## config.mk

```make
export PLATFORM = sky130hd
export DESIGN_NAME = tree_leaf_lister_bfs_core
export DESIGN_NICKNAME = d
export VERILOG_FILES = /design/src/rtl/tll_pkg.sv /design/src/rtl/tll_datapath.sv /design/src/rtl/tll_ctrl.sv /design/src/rtl/tree_leaf_lister_bfs_core.sv
export VERILOG_INCLUDE_DIRS = /design/src /design/src/rtl
export SDC_FILE = /design/constraint.sdc
export NUM_CORES = 1
export LEC_CHECK = 0
export BUFFER_PORTS_ARGS = -buffer_cell sky130_fd_sc_hd__buf_2
export CAP_MARGIN = 40
export CORE_MARGIN = 1
export CORE_UTILIZATION = 30
export DETAILED_ROUTE_END_ITERATION = 7
export GPL_TIMING_DRIVEN = 0
export PLACE_DENSITY = 0.54
export SLEW_MARGIN = 20
export SYNTH_ARGS = -nofsm -noshare
export SYNTH_HDL_FRONTEND = slang
export SYNTH_SLANG_ARGS = --single-unit
```

## constraint.sdc

```tcl
create_clock -name clk -period 8.1 [get_ports clk]
set_clock_uncertainty 0.05 [all_clocks]
set_input_delay 1.62 -clock clk [delete_from_list [all_inputs] [get_ports clk]]
set_output_delay 1.62 -clock clk [all_outputs]
set_load 0.01 [all_outputs]
```

## src/rtl/tree_leaf_lister_bfs_core_assert.svh

```systemverilog
`ifndef TREE_LEAF_LISTER_BFS_CORE_ASSERT_SVH
`define TREE_LEAF_LISTER_BFS_CORE_ASSERT_SVH

// Same-cycle implication, disabled during reset
`define TLL_ASSERT_IMPLY(name, clk, rst_n, ante, cons, msg) \
    name: assert property (@(posedge clk) disable iff (!rst_n) (ante) |-> (cons)) else $error(msg);

// Next-cycle implication, disabled during reset
`define TLL_ASSERT_NEXT(name, clk, rst_n, ante, cons, msg) \
    name: assert property (@(posedge clk) disable iff (!rst_n) (ante) |=> (cons)) else $error(msg);

`endif

```

## src/rtl/tll_pkg.sv

```systemverilog
package tll_pkg;

    localparam int TLL_MAX_NODES = 16;
    localparam int TLL_IDX_W     = 4;
    localparam int TLL_IDX_SPAN  = 16;
    localparam int TLL_RES_CAP   = 16;
    localparam int TLL_CNT_W     = 5;

    typedef struct packed {
        logic [TLL_IDX_W-1:0] node_index;
        logic [TLL_IDX_W-1:0] left_child;
        logic                 has_left;
        logic [TLL_IDX_W-1:0] right_child;
        logic                 has_right;
        logic                 last_node;
    } tll_record_t;

    typedef struct packed {
        logic [TLL_IDX_W-1:0] leaf_index;
        logic                 last_leaf;
        logic                 no_root;
    } tll_leaf_t;

    typedef struct packed {
        logic load;
        logic scan_step;
        logic push_root;
        logic pop;
        logic visit;
        logic push_right;
        logic finish;
        logic emit_no_root;
    } tll_cmd_t;

    typedef struct packed {
        logic scan_end;
        logic scan_hit;
        logic more;
    } tll_status_t;

endpackage

```

## src/rtl/tll_datapath.sv

```systemverilog
`include "tree_leaf_lister_bfs_core_assert.svh"

module tll_datapath
    import tll_pkg::*;
#(
    parameter int MAX_NODES = TLL_MAX_NODES
)
(
    input  logic        clk,
    input  logic        rst_n,
    input  tll_record_t record,
    input  tll_cmd_t    cmd,
    output tll_status_t status,
    output logic        leaf_valid,
    output tll_leaf_t   leaf
);

    localparam int TD     = (MAX_NODES < TLL_IDX_SPAN) ? MAX_NODES : TLL_IDX_SPAN;
    localparam int TA     = (TD > 1) ? $clog2(TD) : 1;
    localparam int QA     = (MAX_NODES > 1) ? $clog2(MAX_NODES) : 1;
    localparam int QW     = $clog2(MAX_NODES + 1);
    localparam int NC_MAX = (MAX_NODES < 31) ? MAX_NODES : 31;

    logic [TLL_IDX_W-1:0] left_tbl_reg  [TD];
    logic [TLL_IDX_W-1:0] right_tbl_reg [TD];
    logic [TD-1:0]        left_vld_reg;
    logic [TD-1:0]        right_vld_reg;
    logic [TD-1:0]        mark_reg;
    logic [TD-1:0]        mark_next;
    logic [TLL_CNT_W-1:0] count_reg;
    logic [TLL_CNT_W-1:0] count_next;
    logic [TLL_CNT_W-1:0] scan_reg;
    logic [TLL_CNT_W-1:0] scan_next;
    logic [TLL_CNT_W-1:0] limit;

    logic [TLL_IDX_W-1:0] q_mem [MAX_NODES];
    logic [TLL_IDX_W-1:0] q_rdata_reg;
    logic [TLL_IDX_W-1:0] cur_reg;
    logic [QW-1:0]        head_reg;
    logic [QW-1:0]        head_next;
    logic [QW-1:0]        tail_reg;
    logic [QW-1:0]        tail_next;
    logic                 q_we;
    logic [TLL_IDX_W-1:0] q_wdata;
    logic                 q_room;

    logic [TLL_CNT_W-1:0] res_cnt_reg;
    logic [TLL_CNT_W-1:0] res_cnt_next;
    logic                 pend_vld_reg;
    logic                 pend_vld_next;
    logic [TLL_IDX_W-1:0] pend_idx_reg;
    logic [TLL_IDX_W-1:0] pend_idx_next;
    logic                 out_vld_reg;
    logic                 out_vld_next;
    tll_leaf_t            out_reg;
    tll_leaf_t            out_next;

    logic                 idx_ok;
    logic                 lc_ok;
    logic                 rc_ok;
    logic [TA-1:0]        vis_a;
    logic [TA-1:0]        rgt_a;
    logic                 vis_hl;
    logic                 vis_leaf;
    logic                 rgt_hr;

    assign idx_ok = 32'(record.node_index) < 32'(MAX_NODES);
    assign lc_ok  = record.has_left  && (32'(record.left_child)  < 32'(MAX_NODES));
    assign rc_ok  = record.has_right && (32'(record.right_child) < 32'(MAX_NODES));

    always_ff @(posedge clk)
    begin
        if (cmd.load && idx_ok)
        begin
            left_tbl_reg[record.node_index[TA-1:0]]  <= record.left_child;
            right_tbl_reg[record.node_index[TA-1:0]] <= record.right_child;
            left_vld_reg[record.node_index[TA-1:0]]  <= record.has_left;
            right_vld_reg[record.node_index[TA-1:0]] <= record.has_right;
        end
    end

    always_comb
    begin
        mark_next  = mark_reg;
        count_next = count_reg;
        if (cmd.finish || cmd.emit_no_root)
        begin
            mark_next  = '0;
            count_next = '0;
        end
        else if (cmd.load)
        begin
            if (lc_ok)
            begin
                mark_next[record.left_child[TA-1:0]] = 1'b1;
            end
            if (rc_ok)
            begin
                mark_next[record.right_child[TA-1:0]] = 1'b1;
            end
            if (32'(count_reg) < NC_MAX)
            begin
                count_next = count_reg + 1'b1;
            end
        end
    end

    always_comb
    begin
        scan_next = scan_reg;
        if (cmd.load)
        begin
            scan_next = '0;
        end
        else if (cmd.scan_step)
        begin
            scan_next = scan_reg + 1'b1;
        end
    end

    assign limit = (32'(count_reg) > TLL_IDX_SPAN) ? TLL_CNT_W'(TLL_IDX_SPAN) : count_reg;

    assign vis_a    = q_rdata_reg[TA-1:0];
    assign rgt_a    = cur_reg[TA-1:0];
    assign vis_hl   = left_vld_reg[vis_a] && (32'(left_tbl_reg[vis_a]) < 32'(MAX_NODES));
    assign vis_leaf = !left_vld_reg[vis_a] && !right_vld_reg[vis_a];
    assign rgt_hr   = right_vld_reg[rgt_a] && (32'(right_tbl_reg[rgt_a]) < 32'(MAX_NODES));
    assign q_room   = tail_reg < QW'(MAX_NODES);

    always_comb
    begin
        q_we      = 1'b0;
        q_wdata   = left_tbl_reg[vis_a];
        tail_next = tail_reg;
        head_next = head_reg;
        if (cmd.push_root)
        begin
            q_we      = 1'b1;
            q_wdata   = scan_reg[TLL_IDX_W-1:0];
            tail_next = QW'(1);
            head_next = '0;
        end
        else if (cmd.visit)
        begin
            q_we    = vis_hl && q_room;
            q_wdata = left_tbl_reg[vis_a];
        end
        else if (cmd.push_right)
        begin
            q_we    = rgt_hr && q_room;
            q_wdata = right_tbl_reg[rgt_a];
        end
        if (q_we && !cmd.push_root)
        begin
            tail_next = tail_reg + 1'b1;
        end
        if (cmd.pop)
        begin
            head_next = head_reg + 1'b1;
        end
    end

    always_ff @(posedge clk)
    begin
        if (q_we)
        begin
            q_mem[cmd.push_root ? QA'(0) : tail_reg[QA-1:0]] <= q_wdata;
        end
        if (cmd.pop)
        begin
            q_rdata_reg <= q_mem[head_reg[QA-1:0]];
        end
        if (cmd.visit)
        begin
            cur_reg <= q_rdata_reg;
        end
    end

    assign status.scan_end = scan_reg >= limit;
    assign status.scan_hit = !mark_reg[scan_reg[TA-1:0]];
    assign status.more     = (head_reg < tail_reg) || (rgt_hr && q_room);

    always_comb
    begin
        res_cnt_next  = res_cnt_reg;
        pend_vld_next = pend_vld_reg;
        pend_idx_next = pend_idx_reg;
        out_vld_next  = 1'b0;
        out_next      = '{leaf_index: pend_idx_reg, last_leaf: 1'b0, no_root: 1'b0};
        if (cmd.push_root)
        begin
            res_cnt_next  = '0;
            pend_vld_next = 1'b0;
        end
        else if (cmd.visit && vis_leaf && (32'(res_cnt_reg) < TLL_RES_CAP))
        begin
            res_cnt_next  = res_cnt_reg + 1'b1;
            pend_vld_next = 1'b1;
            pend_idx_next = q_rdata_reg;
            out_vld_next  = pend_vld_reg;
        end
        else if (cmd.finish)
        begin
            out_vld_next       = pend_vld_reg;
            out_next.last_leaf = 1'b1;
            pend_vld_next      = 1'b0;
        end
        else if (cmd.emit_no_root)
        begin
            out_vld_next = 1'b1;
            out_next     = '{leaf_index: '0, last_leaf: 1'b1, no_root: 1'b1};
        end
    end

    always_ff @(posedge clk or negedge rst_n)
    begin
        if (!rst_n)
        begin
            mark_reg     <= '0;
            count_reg    <= '0;
            scan_reg     <= '0;
            head_reg     <= '0;
            tail_reg     <= '0;
            res_cnt_reg  <= '0;
            pend_vld_reg <= 1'b0;
            out_vld_reg  <= 1'b0;
        end
        else
        begin
            mark_reg     <= mark_next;
            count_reg    <= count_next;
            scan_reg     <= scan_next;
            head_reg     <= head_next;
            tail_reg     <= tail_next;
            res_cnt_reg  <= res_cnt_next;
            pend_vld_reg <= pend_vld_next;
            out_vld_reg  <= out_vld_next;
        end
    end

    always_ff @(posedge clk)
    begin
        pend_idx_reg <= pend_idx_next;
        out_reg      <= out_next;
    end

    assign leaf_valid = out_vld_reg;
    assign leaf       = out_reg;

    `TLL_ASSERT_IMPLY(a_no_root_last, clk, rst_n, leaf_valid && leaf.no_root, leaf.last_leaf, "no-root result without last_leaf")
    `TLL_ASSERT_IMPLY(a_queue_bounds, clk, rst_n, 1'b1, (head_reg <= tail_reg) && (tail_reg <= QW'(MAX_NODES)), "queue pointers out of range")
    `TLL_ASSERT_IMPLY(a_res_cap, clk, rst_n, 1'b1, res_cnt_reg <= TLL_CNT_W'(TLL_RES_CAP), "result count above cap")
    `TLL_ASSERT_NEXT(a_finish_flush, clk, rst_n, cmd.finish, !pend_vld_reg && (count_reg == '0), "pending leaf kept after walk")

endmodule

```

## src/rtl/tll_ctrl.sv

```systemverilog
module tll_ctrl
    import tll_pkg::*;
(
    input  logic        clk,
    input  logic        rst_n,
    input  logic        start,
    input  logic        last_node,
    input  tll_status_t status,
    output tll_cmd_t    cmd,
    output logic        busy
);

    localparam logic [2:0] S_IDLE   = 3'd0;
    localparam logic [2:0] S_SCAN   = 3'd1;
    localparam logic [2:0] S_FETCH  = 3'd2;
    localparam logic [2:0] S_VISIT  = 3'd3;
    localparam logic [2:0] S_RIGHT  = 3'd4;
    localparam logic [2:0] S_FINISH = 3'd5;

    logic [2:0] state_reg;
    logic [2:0] state_next;

    always_comb
    begin
        state_next = state_reg;
        cmd        = '0;
        case (state_reg)
            S_IDLE:
            begin
                if (start)
                begin
                    cmd.load = 1'b1;
                    if (last_node)
                    begin
                        state_next = S_SCAN;
                    end
                end
            end
            S_SCAN:
            begin
                if (status.scan_end)
                begin
                    cmd.emit_no_root = 1'b1;
                    state_next       = S_IDLE;
                end
                else if (status.scan_hit)
                begin
                    cmd.push_root = 1'b1;
                    state_next    = S_FETCH;
                end
                else
                begin
                    cmd.scan_step = 1'b1;
                end
            end
            S_FETCH:
            begin
                cmd.pop    = 1'b1;
                state_next = S_VISIT;
            end
            S_VISIT:
            begin
                cmd.visit  = 1'b1;
                state_next = S_RIGHT;
            end
            S_RIGHT:
            begin
                cmd.push_right = 1'b1;
                state_next     = status.more ? S_FETCH : S_FINISH;
            end
            S_FINISH:
            begin
                cmd.finish = 1'b1;
                state_next = S_IDLE;
            end
            default:
            begin
                state_next = S_IDLE;
            end
        endcase
    end

    always_ff @(posedge clk or negedge rst_n)
    begin
        if (!rst_n)
        begin
            state_reg <= S_IDLE;
        end
        else
        begin
            state_reg <= state_next;
        end
    end

    assign busy = state_reg != S_IDLE;

endmodule

```

## src/rtl/tree_leaf_lister_bfs_core.sv

```systemverilog
// Loading: one node record per start while idle; busy stays low between records.
// Last record: it is loaded, then a root scan over the parent marks covers up to
// min(records, 16) indices; each visited node then gets a queue read, a left push,
// a right push; a flush step follows; each leaf strobes one cycle on leaf_valid.
// Reset clears the controller, parent marks, record count and queue pointers;
// child tables and the queue memory hold garbage until written.
module tree_leaf_lister_bfs_core
    import tll_pkg::*;
#(
    parameter int MAX_NODES = TLL_MAX_NODES
)
(
    input  logic        clk,
    input  logic        rst_n,
    input  logic        start,
    output logic        busy,
    input  tll_record_t record,
    output logic        leaf_valid,
    output tll_leaf_t   leaf
);

    tll_cmd_t    cmd;
    tll_status_t status;

    tll_ctrl u_ctrl (
        .clk       (clk),
        .rst_n     (rst_n),
        .start     (start),
        .last_node (record.last_node),
        .status    (status),
        .cmd       (cmd),
        .busy      (busy)
    );

    tll_datapath #(
        .MAX_NODES (MAX_NODES)
    ) u_datapath (
        .clk        (clk),
        .rst_n      (rst_n),
        .record     (record),
        .cmd        (cmd),
        .status     (status),
        .leaf_valid (leaf_valid),
        .leaf       (leaf)
    );

endmodule
```

==> impl_metrics.yaml, run 1 <==
setup_path:
  worstSetupEndpointType: "output port"
  r2r_cells: 11
  worst-path-max-fanout: 10
  critPathKind: "reg -> out"
  cp_data_arrival_time_ps: 1810
  critPathRequiredTime_ps: 6430
  crit_path_start_kind: "flip-flop"
logic_synthesis:
  synth_top_area_frac: 0.573
  synth_cells: 767
  synth_area_per_cell_um2: 16.1
  yosysSeqAreaShare: 0.682
  syn_nets: 800
  yosys-top-cells-count: "edfxtp_1, mux4_2, nor2_1, dfrtp_1, nand2_1"
  synth_edf_count: 236
  netlist_area_um2: 12400
  yosysTopAreaCell: "edfxtp_1"
  ys_types: 57
  synth_seq_cells: 292
  yosys-top-cells-area: "edfxtp_1, mux4_2, dfrtp_1"
  synthArstFlopShare: 0.158
  yosys_warnings: 0
  synth-main-ff-cell: "edfxtp_1"
  synth.most_common_cell: "edfxtp_1"
sta:
  relSlewSlack: 0.435
  min_period_ps: 3480
  fin_crit_sh: 0.430
  slew_violations: 0
  setup_violations: 0
  worstMarginPinSlew_ps: 845
  clock.fmax_ghz: 0.287
  finalSetupTns_ps: 0
  hold_violations: 0
  rsz0062_at_grt: "no"
cells_and_area:
  fillers: 3834
  areaGrowthSynthToFinish_pct: 17.2
  nets: 880
  area.sequential_um2: 8440
  finalNonFillerCells: 1401
  n_antenna_cell: 0
  multi_input_area_um2: 3760
  final_area_um2: 14500
  final_core_util: 0.356
  drive_gt1_frac: 0.242
drt:
  drtIter0Drc: 569
  vias: 6945
  postRouteAntennaNets: 0
  wl_per_cell_um: 20.2
  vias_per_cell: 4.96
  drc: 0
  drtPass1Iterations: 5
  routed_wirelength_um: 28300
place:
  portBuffers: 25
  dp_hpwl_um: 19400
  gp_congestion: 0.785
  dpl.cell_count: 1342
  placed_area_um2: 13400
pwr:
  power_leakage_nw: 4.97
  power_density_nw_per_um2: 297
  irDropWorstVdd_uv: 144
min_path:
  min_path_type: "reg -> reg"
  min_path_cells: 1
global_routing:
  antenna_found_initial: 0
  grt_pass1_vias: 6999
  grt_pass1_wl_um: 43300
  overflow: 0
  track_usage: 0.138
  grt_start_max_net_pins: 25
cts:
  hold_buffers: 0
  cts_post_setup_buffers_inserted: 0
  clkSinkCount: 292
  clkLatencyLatePin_ps: 570
  cts_resized: 0
  cts_buffers: 30
  root_buffer: "clkbuf_16"
  ctsLongestPathBuffers: 3
  clkTransAtPathRegs_ps: 70
  cts_tree: "yes"
  htreeDepth: 1
floorplanning:
  initial_core_util: 0.304
  coreArea_um2: 40700
  die_w_um: 205
  ios: 26
  die_y_um: 205
  row_count: 74
  die-area_um2: 42100
outcome:
  status: "completed"
flow_run:
  drv_cap: 0
metrics by stage:
stage               total power [mW]  setup WS [ps]  hold slack, ps
finish                          4.30           4620             389
global route                    4.50           4500             421
CTS                             4.34           4590             392
detailed placement              2.88           4440             377
global placement                2.84           3450             378
floorplan                       2.53           4840             370
path summary, 6_finish.rpt:
| check | slack, ps | endpoint | start |
|---|---|---|---|
| min | 390 | u_datapath.leaf[2] | u_datapath.pend_idx_reg[0] |
| max | 4620 | busy | u_ctrl.state_reg[0] |
| max reg2reg | 4760 | u_datapath.q_mem[2][1] | u_datapath.count_reg[0] |
| min reg2reg | 390 | u_datapath.leaf[2] | u_datapath.pend_idx_reg[0] |
| max in group asynchronous | 6430 | u_datapath.leaf_valid | rst_n |
| min in group asynchronous | 1010 | u_datapath.mark_reg[14] | rst_n |
power breakdown:
group	leakage [nW]	total, mW	internal (mW)	switching [mW]
logic	1.63	0.965	0.380	0.585
registers	2.84	1.89	1.83	0.0593
clock network	0.499	1.45	0.857	0.593
total	4.97	4.30	3.07	1.24
layout by cell type (no fill, tap or decap), types with 4 or more instances in the layout:
master,synthesis,layout
nor2_2,0,6
nor2_1,56,50
mux2_2,4,4
o21a_1,4,4
o22ai_1,17,17
buf_1,6,6
ha_1,15,15
edfxtp_1,236,236
nor3b_1,6,6
nand2b_1,11,11
a31oi_2,0,4
a21oi_1,34,34
bufinv_16,0,5
and2_1,7,7
nand4_1,6,6
nor3_1,18,14
or3_1,7,7
buf_4,2,6
inv_1,18,18
clkbuf_1,20,21
and3_1,6,6
nand3_1,22,22
nand2_1,41,41
nor4_1,5,4
dfrtp_1,46,46
nor3_2,1,5
mux4_2,69,69
clkinv_2,0,6
xor2_1,5,5
mux2i_1,18,18
o21ai_0,14,14
buf_6,2,14
or2_2,6,6
dfxtp_1,10,10
nand3b_1,4,4
buf_2,7,36
clkinvlp_4,0,5
clkbuf_16,0,30
logic make-up (layout without fill, tap and decap cells):
kind of cell | Yosys count | after routing | share of synthesized area
xor+xnor | 8 | 8 | 0.00566
fa+ha+maj | 15 | 15 | 0.0152
buf+inv | 56 | 158 | 0.0195
compound gates | 97 | 97 | 0.0490
simple gates | 208 | 208 | 0.0849
flops | 292 | 292 | 0.682
mux | 91 | 91 | 0.144
metal layers:
layer / vias to the layer above / track usage / part of all wire
li1: 3177 / - / -
met1: 3556 / 0.195 / 0.46
met5: - / 0 / 0
met3: 35 / 0.0205 / 0.045
met4: 0 / 0.0368 / 0.018
met2: 177 / 0.221 / 0.48
worst max-delay path, stage by stage (launching register included):
cell and delay (ps):
dfrtp_1 360, buf_4 160, nor3_1 480, inv_1 90, buf_2 160
final cells by class:
class / instances / share of cell area
flip-flops and latches: 292 / 0.582
well taps: 532 / 0.0459
clock inverters: 21 / 0.0179
inverters: 19 / 0.00492
multi-input cells: 419 / 0.259
clock buffers: 33 / 0.0539
plain buffers: 37 / 0.0117
repair buffers: 48 / 0.0243
No activity file was read; power rests on OpenSTA's default activity.
==> run 2, diff against run 1 <==
--- a/config.mk
+++ b/config.mk
@@ -12,7 +12,7 @@
 export CORE_UTILIZATION = 30
 export DETAILED_ROUTE_END_ITERATION = 7
 export GPL_TIMING_DRIVEN = 0
-export PLACE_DENSITY = 0.54
+export PLACE_DENSITY = 0.56
 export SLEW_MARGIN = 20
 export SYNTH_ARGS = -nofsm -noshare
 export SYNTH_HDL_FRONTEND = slang
==> constraint.sdc (replaced) <==
create_clock -name clk -period 2.9 [get_ports clk]
set_clock_uncertainty 0.05 [all_clocks]
set_input_delay 0.58 -clock clk [delete_from_list [all_inputs] [get_ports clk]]
set_output_delay 0.58 -clock clk [all_outputs]
set_load 0.01 [all_outputs]
==> run 2 against run 1 <==
  * Critical path depth up 5
  * Clock power rose to 2.9 times the previous value
  * Via count grew 2.0%
  * Hold slack worse by 7.4 ps
  * Cell count grew 0.93%
  * Wire length rose by 0.14%
  * Setup slack got worse by 4500 ps
  * First-iteration DRC count shrank 20%
  * Final area grew 3.2%
  * Sequential share of layout area fell by 1.8 points
  * Largest power group unchanged
  * Clock-buffer cell count increased by 10
==> impl_metrics.yaml, run 2 (same netlist as run 1, synthesis figures left out) <==
place:
  gp_congestion: 0.807
  dpl.cell_count: 1338
  portBuffers: 25
  dpl_worst_slack_ps: -516
  dp_hpwl_um: 18900
sta:
  fin_crit_sh: 0.966
  setup_slack_ps: 99.7
  min_period_ps: 2800
  hold_violations: 0
  setup_violations: 0
  timing.hold.ws_ps: 382
  slew_violations: 0
  worstMarginPinSlew_ps: 752
  relSlewSlack: 0.499
  clock.fmax_ghz: 0.357
setup_path:
  worstSetupEndpointType: "flip-flop"
  rrSetupSlack_ps: 100
  worst-path-max-fanout: 10
  crit_path_start_kind: "flip-flop"
  critPathKind: "reg -> reg"
  cp_data_arrival_time_ps: 2980
  critPathRequiredTime_ps: 3080
drt:
  routed_wirelength_um: 28300
  drtIter0Drc: 458
  vias: 7082
  vias_per_cell: 5.01
  wl_per_cell_um: 20.0
  drc: 0
  postRouteAntennaNets: 0
  drtPass1Iterations: 4
floorplanning:
  ios: 26
  row_count: 74
  die_w_um: 205
  coreArea_um2: 40700
  initial_core_util: 0.304
  die-area_um2: 42100
  die_y_um: 205
global_routing:
  grt_pass1_vias: 7192
  grt_pass1_wl_um: 43000
  track_usage: 0.137
  overflow: 0
  antenna_found_initial: 0
  grt_start_max_net_pins: 32
min_path:
  min_path_type: "reg -> reg"
pwr:
  power_density_nw_per_um2: 839
  irDropWorstVdd_uv: 387
  power_leakage_nw: 5.19
cts:
  root_buffer: "clkbuf_16"
  clkLatencyLatePin_ps: 520
  cts_buffers: 34
  clkSinkCount: 292
  clkTransAtPathRegs_ps: 60
  htreeDepth: 2
  cts_tree: "yes"
  ctsLongestPathBuffers: 3
cells_and_area:
  drive_gt1_frac: 0.294
  areaGrowthSynthToFinish_pct: 20.9
  fillers: 3797
  n_antenna_cell: 0
  final_common_cell: "edfxtp_1"
  final_cell_mix: "edfxtp_1, mux4_2, dfrtp_1, nor2_1, nand2_1"
  final_core_util: 0.367
  finalNonFillerCells: 1414
  nets: 889
outcome:
  status: "completed"
flow_run:
  drv_cap: 0
==> run 2: changes by cell type in the layout (fill, tap and decap cells not counted), sizes merged <==
cell           delta
clkbuf            +9
buf               +7
clkinvlp          -4
bufinv            -3
inv               +3
clkdlybuf4s15     -2
clkinv            +2
dlygate4sd3       +1
==> run 2: report_power, final <==
part / total (mW) / leakage (nW) / internal, mW / switching, mW
Combinational: 3.10 / 1.81 / 1.31 / 1.79
Clock: 4.18 / 0.542 / 2.47 / 1.72
Sequential: 5.28 / 2.84 / 5.11 / 0.170
==> run 2: metrics by stage <==
| stage | TNS, ps | cell area [µm²] | power, mW |
|---|---|---|---|
| floorplan | 0 | 12400 | 7.06 |
| global placement | -135600 | 13200 | 7.92 |
| detailed placement | -48130 | 13400 | 8.03 |
| CTS | -2740 | 14800 | 12.6 |
| global route | -9.69 | 15000 | 13.1 |
| finish | 0 | 15000 | 12.6 |
==> run 2: layout make-up <==
type	instances	area, µm²	area share
Buffer	35	193	0.0129
Multi-Input combinational cell	419	4060	0.271
Timing Repair Buffer	55	442	0.0295
Clock buffer	43	926	0.0619
Sequential cell	292	8440	0.564
Tap cell	532	666	0.0445
Inverter	19	71.3	0.00477
Clock inverter	19	170	0.0114
==> run 2: repair_timing <==
item	CTS	global route
setup endpoints to repair	212	236
endpoints found under the hold margin	15	0
pin swaps	4	3
resized for setup	44	31
hold buffers	1	0
setup buffers	5	11
gates cloned	0	0
==> run 2: critical path: stages (launching register included) <==
cell      delay [ps]
edfxtp_1         450
buf_4            210
clkbuf_4         210
mux2i_1          150
mux4_2           510
o22ai_4          160
nor3_4           100
buf_6            190
nor4b_4          290
buf_2            190
==> run 2: path summary, 6_finish.rpt <==
kind                                               end                        from  depth (start not counted)
max in group asynchronous       u_datapath.mark_reg[7]                       rst_n                          3
min in group asynchronous       u_datapath.head_reg[1]                       rst_n                          2
worst min register to register      u_datapath.leaf[3]  u_datapath.pend_idx_reg[1]                          1
worst min-delay path                u_datapath.leaf[3]  u_datapath.pend_idx_reg[1]                          1
worst max register to register  u_datapath.q_mem[7][0]   u_datapath.q_rdata_reg[2]                          9
worst max-delay path            u_datapath.q_mem[7][0]   u_datapath.q_rdata_reg[2]                          9
==> run 2: metal layers <==
metal  track usage  share of wire  vias to the layer above  wire length, µm
met5             0              0                        -                0
li1              -              -                     3211                -
met4        0.0394          0.021                        0              583
met2         0.229           0.49                      165            14000
met3        0.0237          0.043                       45             1210
met1         0.183           0.44                     3661            12500
